### src/decode_stage_with_scoreboard_assert.svh
// Assertion macros for the decode stage with scoreboard.
`ifndef DECODE_STAGE_WITH_SCOREBOARD_ASSERT_SVH
`define DECODE_STAGE_WITH_SCOREBOARD_ASSERT_SVH

`ifndef SYNTH

// Clocked check that is switched off while reset is asserted.
`define DSS_ASSERT(label, prop, msg) \
    label: assert property (@(posedge clk) disable iff (!rst_n) prop) else $error(msg);

// Clocked check that also holds while reset is asserted.
`define DSS_ASSERT_ALWAYS(label, prop, msg) \
    label: assert property (@(posedge clk) prop) else $error(msg);

`else

`define DSS_ASSERT(label, prop, msg)
`define DSS_ASSERT_ALWAYS(label, prop, msg)

`endif

`endif

### src/dss_pkg.sv
// Shared types and constants for the decode stage with scoreboard.
package dss_pkg;

    localparam int PENDING_MAX_DEF = 7;
    localparam int NUM_REGS        = 32;
    localparam int REG_W           = 5;
    localparam int OPCODE_W        = 6;
    localparam int WORD_W          = 32;
    localparam int SHAMT_W         = 5;
    localparam int IMM_W           = 16;
    localparam int TARGET_W        = 26;

    localparam int S_TDATA_W = 136;
    localparam int S_TUSER_W = 2;
    localparam int M_TDATA_W = 160;
    localparam int M_TUSER_W = 2;

    // Opcode landmarks of the instruction set.
    localparam logic [OPCODE_W-1:0] OP_R_LAST     = 6'b010110;
    localparam logic [OPCODE_W-1:0] OP_I_LAST     = 6'b101110;
    localparam logic [OPCODE_W-1:0] OP_JUMP       = 6'b101111;
    localparam logic [OPCODE_W-1:0] OP_R_NO_WB0   = 6'b001110;
    localparam logic [OPCODE_W-1:0] OP_R_NO_WB1   = 6'b001111;
    localparam logic [OPCODE_W-1:0] OP_STORE      = 6'b011111;
    localparam logic [OPCODE_W-1:0] OP_I_WB_LIMIT = 6'b100010;
    localparam logic [OPCODE_W-1:0] OP_BRANCH0    = 6'b100011;
    localparam logic [OPCODE_W-1:0] OP_BRANCH1    = 6'b100100;
    localparam logic [OPCODE_W-1:0] OP_BRANCH2    = 6'b100111;
    localparam logic [OPCODE_W-1:0] OP_BRANCH3    = 6'b101000;

    typedef enum logic [1:0] {
        ACT_NONE   = 2'd0,
        ACT_NOOP   = 2'd1,
        ACT_DECODE = 2'd2
    } action_t;

    // Held decoded record.
    typedef struct packed {
        logic [TARGET_W-1:0] target_address;
        logic [WORD_W-1:0]   rd_value;
        logic [IMM_W-1:0]    immediate;
        logic [SHAMT_W-1:0]  shift_amount;
        logic [WORD_W-1:0]   operand_two;
        logic [WORD_W-1:0]   operand_one;
        logic [REG_W-1:0]    destination;
        logic [OPCODE_W-1:0] opcode;
    } record_t;

    // Registers named by the word under decode.
    typedef struct packed {
        logic [REG_W-1:0] reg_a;
        logic [REG_W-1:0] reg_b;
        logic [REG_W-1:0] reg_c;
    } sb_check_t;

    // Scoreboard update for one beat; at most one of the two is set.
    typedef struct packed {
        logic             mark_en;
        logic [REG_W-1:0] mark_reg;
        logic             retire_en;
        logic [REG_W-1:0] retire_reg;
    } sb_ctrl_t;

endpackage

### src/dss_scoreboard.sv
// Per-register scoreboard of pending writes with saturating counters.
module dss_scoreboard
    import dss_pkg::*;
#(
    parameter int PENDING_MAX = PENDING_MAX_DEF
)
(
    input  logic      clk,
    input  logic      rst_n,
    input  sb_check_t check,
    input  sb_ctrl_t  ctrl,
    output logic      dep
);

    localparam int CNT_W = $clog2(PENDING_MAX + 1);

    logic [CNT_W-1:0]    count_reg  [NUM_REGS];
    logic [CNT_W-1:0]    count_next [NUM_REGS];
    logic [NUM_REGS-1:0] pending;
    logic [NUM_REGS-1:0] named;

    // Each counter is its own cell; the named registers are matched by decoding.
    always_comb
    begin
        for (int i = 0; i < NUM_REGS; i++)
        begin
            pending[i]    = (count_reg[i] != '0);
            named[i]      = (check.reg_a == REG_W'(i)) || (check.reg_b == REG_W'(i)) ||
                            (check.reg_c == REG_W'(i));
            count_next[i] = count_reg[i];
            if (ctrl.mark_en && (ctrl.mark_reg == REG_W'(i)) &&
                (count_reg[i] < CNT_W'(PENDING_MAX)))
            begin
                count_next[i] = count_reg[i] + CNT_W'(1);
            end
            else if (ctrl.retire_en && (ctrl.retire_reg == REG_W'(i)) && pending[i])
            begin
                count_next[i] = count_reg[i] - CNT_W'(1);
            end
        end
    end

    assign dep = |(pending & named);

    always_ff @(posedge clk or negedge rst_n)
    begin
        if (!rst_n)
        begin
            for (int i = 0; i < NUM_REGS; i++)
            begin
                count_reg[i] <= '0;
            end
        end
        else
        begin
            for (int i = 0; i < NUM_REGS; i++)
            begin
                count_reg[i] <= count_next[i];
            end
        end
    end

endmodule

### src/decode_stage_with_scoreboard.sv
// Top level of the pipeline decode stage with a pending-write scoreboard.
//
//  Channel  Direction  Handshake          Payload
//  s_*      in         s_tvalid/s_tready  instruction, register values, retire command
//  m_*      out        m_tvalid/m_tready  action, stall flag and held decoded record
//
// One beat is taken per clock while s_tready is high. A beat is held in the input
// register and is decoded on its way into the result register, where its result is
// presented; the scoreboard update and the dependency check meet in that single
// stage.
// Reset clears the scoreboard counters, the held record, the stall flag and both
// valid flags. While m_tready is low the result holds and the input register still
// takes one more beat; s_tready follows m_tready when both registers are full.
`include "decode_stage_with_scoreboard_assert.svh"

module decode_stage_with_scoreboard
    import dss_pkg::*;
#(
    parameter int PENDING_MAX = PENDING_MAX_DEF
)
(
    input  logic                 clk,
    input  logic                 rst_n,
    input  logic                 s_tvalid,
    output logic                 s_tready,
    // instruction[31:0], exec_blocked[32], retire_reg[37:33], value_field_a[69:38],
    // value_field_b[101:70], value_field_c[133:102], zero pad[135:134]
    input  logic [S_TDATA_W-1:0] s_tdata,
    // cmd[0], noop_in[1]
    input  logic [S_TUSER_W-1:0] s_tuser,
    output logic                 m_tvalid,
    input  logic                 m_tready,
    // stalled[0], opcode[6:1], destination[11:7], operand_one[43:12],
    // operand_two[75:44], shift_amount[80:76], immediate[96:81],
    // rd_value[128:97], target_address[154:129], zero pad[159:155]
    output logic [M_TDATA_W-1:0] m_tdata,
    // action[1:0]
    output logic [M_TUSER_W-1:0] m_tuser
);

    // Input register. Payload carries no reset.
    logic               in_valid_reg;
    logic               in_cmd_reg;
    logic               in_noop_reg;
    logic               in_eblk_reg;
    logic [WORD_W-1:0]  in_word_reg;
    logic [REG_W-1:0]   in_retire_reg;
    logic [WORD_W-1:0]  in_va_reg;
    logic [WORD_W-1:0]  in_vb_reg;
    logic [WORD_W-1:0]  in_vc_reg;

    // Result register. The held record and the stall flag only change when a beat
    // moves into the result register, so they double as the output payload.
    logic               out_valid_reg;
    action_t            action_reg;
    action_t            action_next;
    logic               stall_reg;
    logic               stall_next;
    record_t            rec_reg;
    record_t            rec_next;

    logic               advance;
    logic               dep;
    logic               mark;
    logic [OPCODE_W-1:0] op;
    sb_check_t          check;
    sb_ctrl_t           ctrl;

    // A beat leaves the input register whenever the result register is free or drains.
    assign advance  = in_valid_reg && (!out_valid_reg || m_tready);
    assign s_tready = !in_valid_reg || advance;

    always_ff @(posedge clk or negedge rst_n)
    begin
        if (!rst_n)
        begin
            in_valid_reg <= 1'b0;
        end
        else if (s_tready)
        begin
            in_valid_reg <= s_tvalid;
        end
    end

    always_ff @(posedge clk)
    begin
        if (s_tready && s_tvalid)
        begin
            in_cmd_reg    <= s_tuser[0];
            in_noop_reg   <= s_tuser[1];
            in_word_reg   <= s_tdata[31:0];
            in_eblk_reg   <= s_tdata[32];
            in_retire_reg <= s_tdata[37:33];
            in_va_reg     <= s_tdata[69:38];
            in_vb_reg     <= s_tdata[101:70];
            in_vc_reg     <= s_tdata[133:102];
        end
    end

    // Every word is checked on bits 25:21, 20:16 and 15:11, jumps included.
    assign check.reg_a = in_word_reg[25:21];
    assign check.reg_b = in_word_reg[20:16];
    assign check.reg_c = in_word_reg[15:11];
    assign op          = in_word_reg[31:26];

    // Decode and stall decision for the beat in the input register.
    always_comb
    begin
        rec_next    = rec_reg;
        stall_next  = stall_reg;
        action_next = ACT_NONE;
        mark        = 1'b0;
        if (in_cmd_reg)
        begin
            // Retire command: only the scoreboard moves.
            action_next = ACT_NONE;
        end
        else if ((in_word_reg == '0) || in_noop_reg)
        begin
            // Idle slot: a noop is forwarded only when execute can take it.
            if (in_noop_reg && !in_eblk_reg)
            begin
                action_next = ACT_NOOP;
            end
        end
        else if (in_eblk_reg)
        begin
            stall_next = 1'b1;
        end
        else if (dep)
        begin
            // Dependency stall pushes a bubble into execute.
            stall_next  = 1'b1;
            action_next = ACT_NOOP;
        end
        else
        begin
            stall_next     = 1'b0;
            action_next    = ACT_DECODE;
            rec_next.opcode = op;
            if (op <= OP_R_LAST)
            begin
                rec_next.destination  = in_word_reg[25:21];
                rec_next.operand_one  = in_vb_reg;
                rec_next.operand_two  = in_vc_reg;
                rec_next.shift_amount = in_word_reg[10:6];
                mark = (op != OP_R_NO_WB0) && (op != OP_R_NO_WB1);
            end
            else if (op <= OP_I_LAST)
            begin
                rec_next.destination = in_word_reg[25:21];
                rec_next.operand_one = in_vb_reg;
                rec_next.immediate   = in_word_reg[15:0];
                // Store and branches also read the register named as destination.
                if ((op == OP_STORE) || (op == OP_BRANCH0) || (op == OP_BRANCH1) ||
                    (op == OP_BRANCH2) || (op == OP_BRANCH3))
                begin
                    rec_next.rd_value = in_va_reg;
                end
                mark = (op < OP_I_WB_LIMIT) && (op != OP_STORE);
            end
            else if (op == OP_JUMP)
            begin
                rec_next.target_address = in_word_reg[25:0];
            end
        end
    end

    assign ctrl.mark_en    = advance && mark;
    assign ctrl.mark_reg   = in_word_reg[25:21];
    assign ctrl.retire_en  = advance && in_cmd_reg;
    assign ctrl.retire_reg = in_retire_reg;

    dss_scoreboard #(
        .PENDING_MAX (PENDING_MAX)
    ) u_scoreboard (
        .clk   (clk),
        .rst_n (rst_n),
        .check (check),
        .ctrl  (ctrl),
        .dep   (dep)
    );

    always_ff @(posedge clk or negedge rst_n)
    begin
        if (!rst_n)
        begin
            out_valid_reg <= 1'b0;
            action_reg    <= ACT_NONE;
            stall_reg     <= 1'b0;
            rec_reg       <= '0;
        end
        else if (advance)
        begin
            out_valid_reg <= 1'b1;
            action_reg    <= action_next;
            stall_reg     <= stall_next;
            rec_reg       <= rec_next;
        end
        else if (m_tready)
        begin
            out_valid_reg <= 1'b0;
        end
    end

    assign m_tvalid = out_valid_reg;
    assign m_tuser  = action_reg;
    assign m_tdata  = {5'b0, rec_reg.target_address, rec_reg.rd_value,
                       rec_reg.immediate, rec_reg.shift_amount, rec_reg.operand_two,
                       rec_reg.operand_one, rec_reg.destination, rec_reg.opcode,
                       stall_reg};

    // A delivered decode always clears the stall flag.
    `DSS_ASSERT(a_decode_unstalls, (out_valid_reg && (action_reg == ACT_DECODE)) |-> !stall_reg, "decode delivered while stalled")
    // The held record moves only when a beat enters the result register.
    `DSS_ASSERT(a_record_holds, !advance |=> $stable(rec_reg), "held record changed without a beat")
    // A retire beat sends nothing and leaves the stall flag and record alone.
    `DSS_ASSERT(a_retire_quiet, (advance && in_cmd_reg) |=> ((action_reg == ACT_NONE) && $stable(stall_reg) && $stable(rec_reg)), "retire beat disturbed the stage")

endmodule

### config.mk
export PLATFORM = sky130hd
export DESIGN_NAME = decode_stage_with_scoreboard
export DESIGN_NICKNAME = d
export VERILOG_FILES = /design/src/dss_pkg.sv /design/src/dss_scoreboard.sv /design/src/decode_stage_with_scoreboard.sv
export VERILOG_INCLUDE_DIRS = /design/src /design/src/src
export SDC_FILE = /design/constraint.sdc
export NUM_CORES = 1
export LEC_CHECK = 0
export BUFFER_PORTS_ARGS = -buffer_cell sky130_fd_sc_hd__clkbuf_2
export CAP_MARGIN = 20
export CORE_ASPECT_RATIO = 0.8
export CORE_MARGIN = 2
export CORE_UTILIZATION = 45
export DETAILED_ROUTE_END_ITERATION = 10
export GPL_TIMING_DRIVEN = 0
export PLACE_DENSITY = 0.66
export SYNTH_ARGS = -nofsm -noshare
export SYNTH_HDL_FRONTEND = slang
export SYNTH_SLANG_ARGS = --single-unit
export TNS_END_PERCENT = 5
### constraint.sdc
create_clock -name clk -period 4.1 [get_ports clk]
set_input_delay 0 -clock clk [delete_from_list [all_inputs] [get_ports clk]]
set_output_delay 0 -clock clk [all_outputs]
set_load 0.01 [all_outputs]
==> reports/summary.txt <==
status - completed
part of the Yosys area used for sequential elements - 61.06%
actual slew at the worst max-slew pin - 1108 ps
number of flip-flops in the largest register - 154
area of all placed cells without fillers - 22250 um^2
worst-case vdd ir drop - 0.3658 mV
placed instance area - 19380 um^2
ratio of cells with drive above 1 in the final layout - 34.97%
Routed met3 length - 4552 um
Syn-to-layout area delta - 29.80%
top flip-flop cell by instance count after synthesis - dfrtp_1
EDFF count, synth - 136
Placed Cells incl. Taps - 2042
leftover overflow at the end of global routing - 0
count of cell types in the netlist - 58
met1 layer wirelength in the final routing - 20040 um
number of search-and-repair iterations in the first detailed-routing pass - 6
Vert. Die Dim - 178.6 um
via count of the first global-routing pass - 13.25k
Cell Chain, Critical Path - buf_6 -> nor2b_4 -> buf_6 -> a222oi_1 -> nor2_1 -> a2111o_1 -> nor4_4 -> buf_4 -> and2_1 -> buf_6 -> buf_8 -> buf_6 -> nand2_1 -> fa_1 -> nor4_2 -> a31oi_1 -> xnor2_1
Die X - 222.2 um
area of the multi-input gates - 6390 um^2
final total negative setup slack - 0 ps
slowest cell delay on critical path - 460 ps
final weighted congestion of routability-driven global placement - 0.9238
Clock Power Share - 32.9%
register clock-pin slew on the reported worst setup and hold paths - 60 ps
Post-Syn Area per Cell - 13.73 um^2
total track usage - 24.76%
max-cap violation count - 0
count of port buffers added during placement - 298
maximum number of pins on one net before global-route repair - 93
vias - 12.46k
Root Driver - clkbuf_16
internal power - 0.007743 W
Critical-path top delay cell - a222oi_1
number of max-slew violations in the final report - 0
unrepaired setup endpoints after global routing - yes
number of buffers inserted during clock tree synthesis - 41
final net count - 1912
number of top-level design ports - 306
min cycle time layout - 4062 ps
worst-case clock skew - 23.97 ps
Net Sw Power - 0.003267 W
kind of capture point of the worst setup path - flip-flop
worst max-slew margin expressed relative to the limit - 25.97%
proportion of register bits with asynchronous set or reset after synthesis - 65.22%
area of the placeable core - 37280 um^2
maximum operating frequency - 0.2462 GHz
CTS Buffer Depth - 3
Antenna Violating Nets Remaining - 0
number of fillers in the final layout - 2904
CTS HTree Levels - 2
routed length per instance - 21.40 um
max layer used - met5
fraction of power consumed by sequential logic - 45.7%
pwr dens - 494.9 nW/um^2
TritonCTS Sinks - 391
worst path arrival time - 4480 ps
number of buffers and inverters on the critical path - 6
post-DR vias/cell - 5.515
Final setup violation count - 0
relative contribution of combinational cells to total power - 21.4%
part of the cycle the worst path needs - 99.07%
clock tree from TritonCTS - built
standby leakage power - 9.869 nW
worst slack at placement - -781.4 ps
hold crit path type - in2async
non-filler cells, final - 2259
total die area - 39670 um^2
Clk Latency, worst-skew pair - 560 ps
Critical Path Start Type - flip-flop
synthesized area - 17140 um^2
synthesized instance count - 1248
starting density of the core - 45.97%
violation count after the first detailed-routing iteration - 969
warning count from the yosys run - 0
placed wire-length estimate - 33240 um
dominant delay contributor by cell family on the critical path - simple AND/OR/NAND/NOR gates
kind of critical path - reg2reg
number of antenna violations at the first check in global routing - 2
hold violation count in the final report - 0
fin worst setup slack - 38.30 ps
wire length of the first global-routing pass - 75350 um
number of remaining DRC errors - 0
cell mode on critical path - buf_6
row cnt - 63
Overall Power - 0.01101 W
met2 layer wire length in the routed design - 22160 um
register bit total from synthesis - 391
Sw Share - 29.67%
largest fanout on the critical path - 10
final wirelength - 48350 um
Reg area - 10470 um^2
worst endpoint required time - 4520 ps
==> placed cells by master (no fill, tap or decap), drive strengths merged, types with 7 or more instances in the layout <==
| cell | netlist | final |
|---|---|---|
| clkbuf | 36 | 390 |
| dfrtp | 255 | 255 |
| mux2 | 184 | 184 |
| dlygate4sd3 | 0 | 140 |
| edfxtp | 136 | 136 |
| nand2 | 61 | 61 |
| nor3 | 59 | 59 |
| buf | 37 | 51 |
| nor2 | 40 | 40 |
| a21oi | 39 | 39 |
| xnor2 | 38 | 38 |
| nand3 | 37 | 37 |
| a31oi | 35 | 35 |
| fa | 32 | 32 |
| nand4 | 29 | 29 |
| xor2 | 25 | 25 |
| a22oi | 21 | 21 |
| o21ai | 20 | 20 |
| nor4 | 20 | 20 |
| or2 | 15 | 15 |
| nor2b | 14 | 14 |
| o32ai | 13 | 13 |
| or3 | 12 | 12 |
| nand2b | 11 | 11 |
| nor3b | 10 | 10 |
| and3b | 8 | 8 |
| and2 | 8 | 8 |
| inv | 5 | 7 |
| clkinv | 0 | 7 |
==> metrics by stage <==
step / util [%] / hold slack [ps]
after floorplan: - / -295.6
after global placement: 51.65 / 177.2
after detailed placement: 51.99 / 142.0
after CTS: 59.35 / 125.3
after global routing: 59.65 / 153.9
final: 59.67 / 110.0
==> cell families (layout without fill, tap and decap cells) <==
kind of cell / count (synthesis) / in the layout / share of synthesized area (%)
AOI/OAI and AO/OA: 157 / 157 / 6.052
xor gates and xnor gates: 63 / 63 / 3.219
adders and majority gates: 32 / 32 / 3.738
buffers and inverters: 78 / 596 / 2.219
DFF: 391 / 391 / 61.06
muxes: 184 / 184 / 12.75
other: 1 / 7 / 0.02188
and+or+nand+nor: 342 / 342 / 10.94
==> repair_timing <==
action	4_1_cts	5_1_grt
pin swaps	3	8
setup buffers	2	5
setup endpoints to repair	98	75
resized for setup	17	30
hold buffers	140	0
hold endpoints to repair	249	0
==> power groups by stage <==
stage	registers (W)	clock network (W)	logic, W
after floorplan	0.00520	0	0.000930
final	0.00503	0.00363	0.00236
after detailed placement	0.00508	0	0.00216
after CTS	0.00502	0.00367	0.00230
after global placement	0.00506	0	0.00211
after global routing	0.00511	0.00384	0.00253
==> layer usage <==
metal / up-vias / GRT usage (%)
met5: - / 1.365
met4: 2 / 8.925
met3: 115 / 7.808
met2: 555 / 39.41
met1: 6190 / 32.00
li1: 5596 / -
==> worst register-to-register path: stages, from the launching register on <==
cell and delay, ps:
edfxtp_1 380, buf_6 160, nor2b_4 130, buf_6 150, a222oi_1 470, nor2_1 90, a2111o_1 370, nor4_4 260
buf_4 190, and2_1 140, buf_6 160, buf_8 170, buf_6 180, nand2_1 90, fa_1 420, nor4_2 350
a31oi_1 100, xnor2_1 150
==> final timing paths <==
path                                              endpoint  slack, ps                       start  cells past startpoint
worst max-delay path            u_scoreboard.count_reg[47]         40             in_word_reg[23]                     17
worst min-delay path                           m_tdata[72]        110                       rst_n                      2
worst max register to register  u_scoreboard.count_reg[47]         40             in_word_reg[23]                     17
worst min register to register  u_scoreboard.count_reg[38]        480  u_scoreboard.count_reg[38]                      1
max in group asynchronous                      m_tdata[33]       2620                       rst_n                      4
min in group clk                             in_va_reg[19]        160                 s_tdata[57]                      2
==> synthesized netlist by cell type (3+ instances only) <==
library cell	instances	area, um^2
a21boi_0	4	30.03
a21oi_1	39	195.2
a222oi_1	5	50.05
a22o_1	5	43.79
a22oi_1	21	157.7
a311o_1	3	30.03
a31oi_1	35	219.0
and2_1	8	50.05
and3_1	5	31.28
and3b_1	8	70.07
buf_1	6	22.52
buf_2	19	95.09
buf_4	7	52.55
buf_6	5	56.30
clkbuf_1	36	135.1
dfrtp_1	255	6381
edfxtp_1	136	4084
fa_1	32	640.6
inv_1	5	18.77
mux2_1	13	146.4
mux2_2	141	1588
mux2_4	30	450.4
nand2_1	61	229.0
nand2b_1	11	68.82
nand3_1	36	180.2
nand3b_1	5	37.54
nand4_1	28	175.2
nor2_1	39	146.4
nor2b_1	13	81.33
nor3_1	59	295.3
nor3b_1	10	75.07
nor4_1	19	118.9
o21ai_0	20	100.1
o22ai_1	3	18.77
o32ai_1	13	113.9
or2_2	15	93.84
or3_1	12	75.07
xnor2_1	38	332.8
xor2_1	25	219.0
==> final cells by class <==
type                    instances  area share, %
clock inverters                10         0.4893
diodes                          2        0.02250
clock buffers                  65          5.337
flip-flops and latches        391          47.04
well taps                     487          2.739
plain buffers                  66          1.755
multi-input cells             783          28.72
repair buffers                450          13.81
inverters                       5        0.08436
Note: power is estimated with default switching activity, not from simulation.
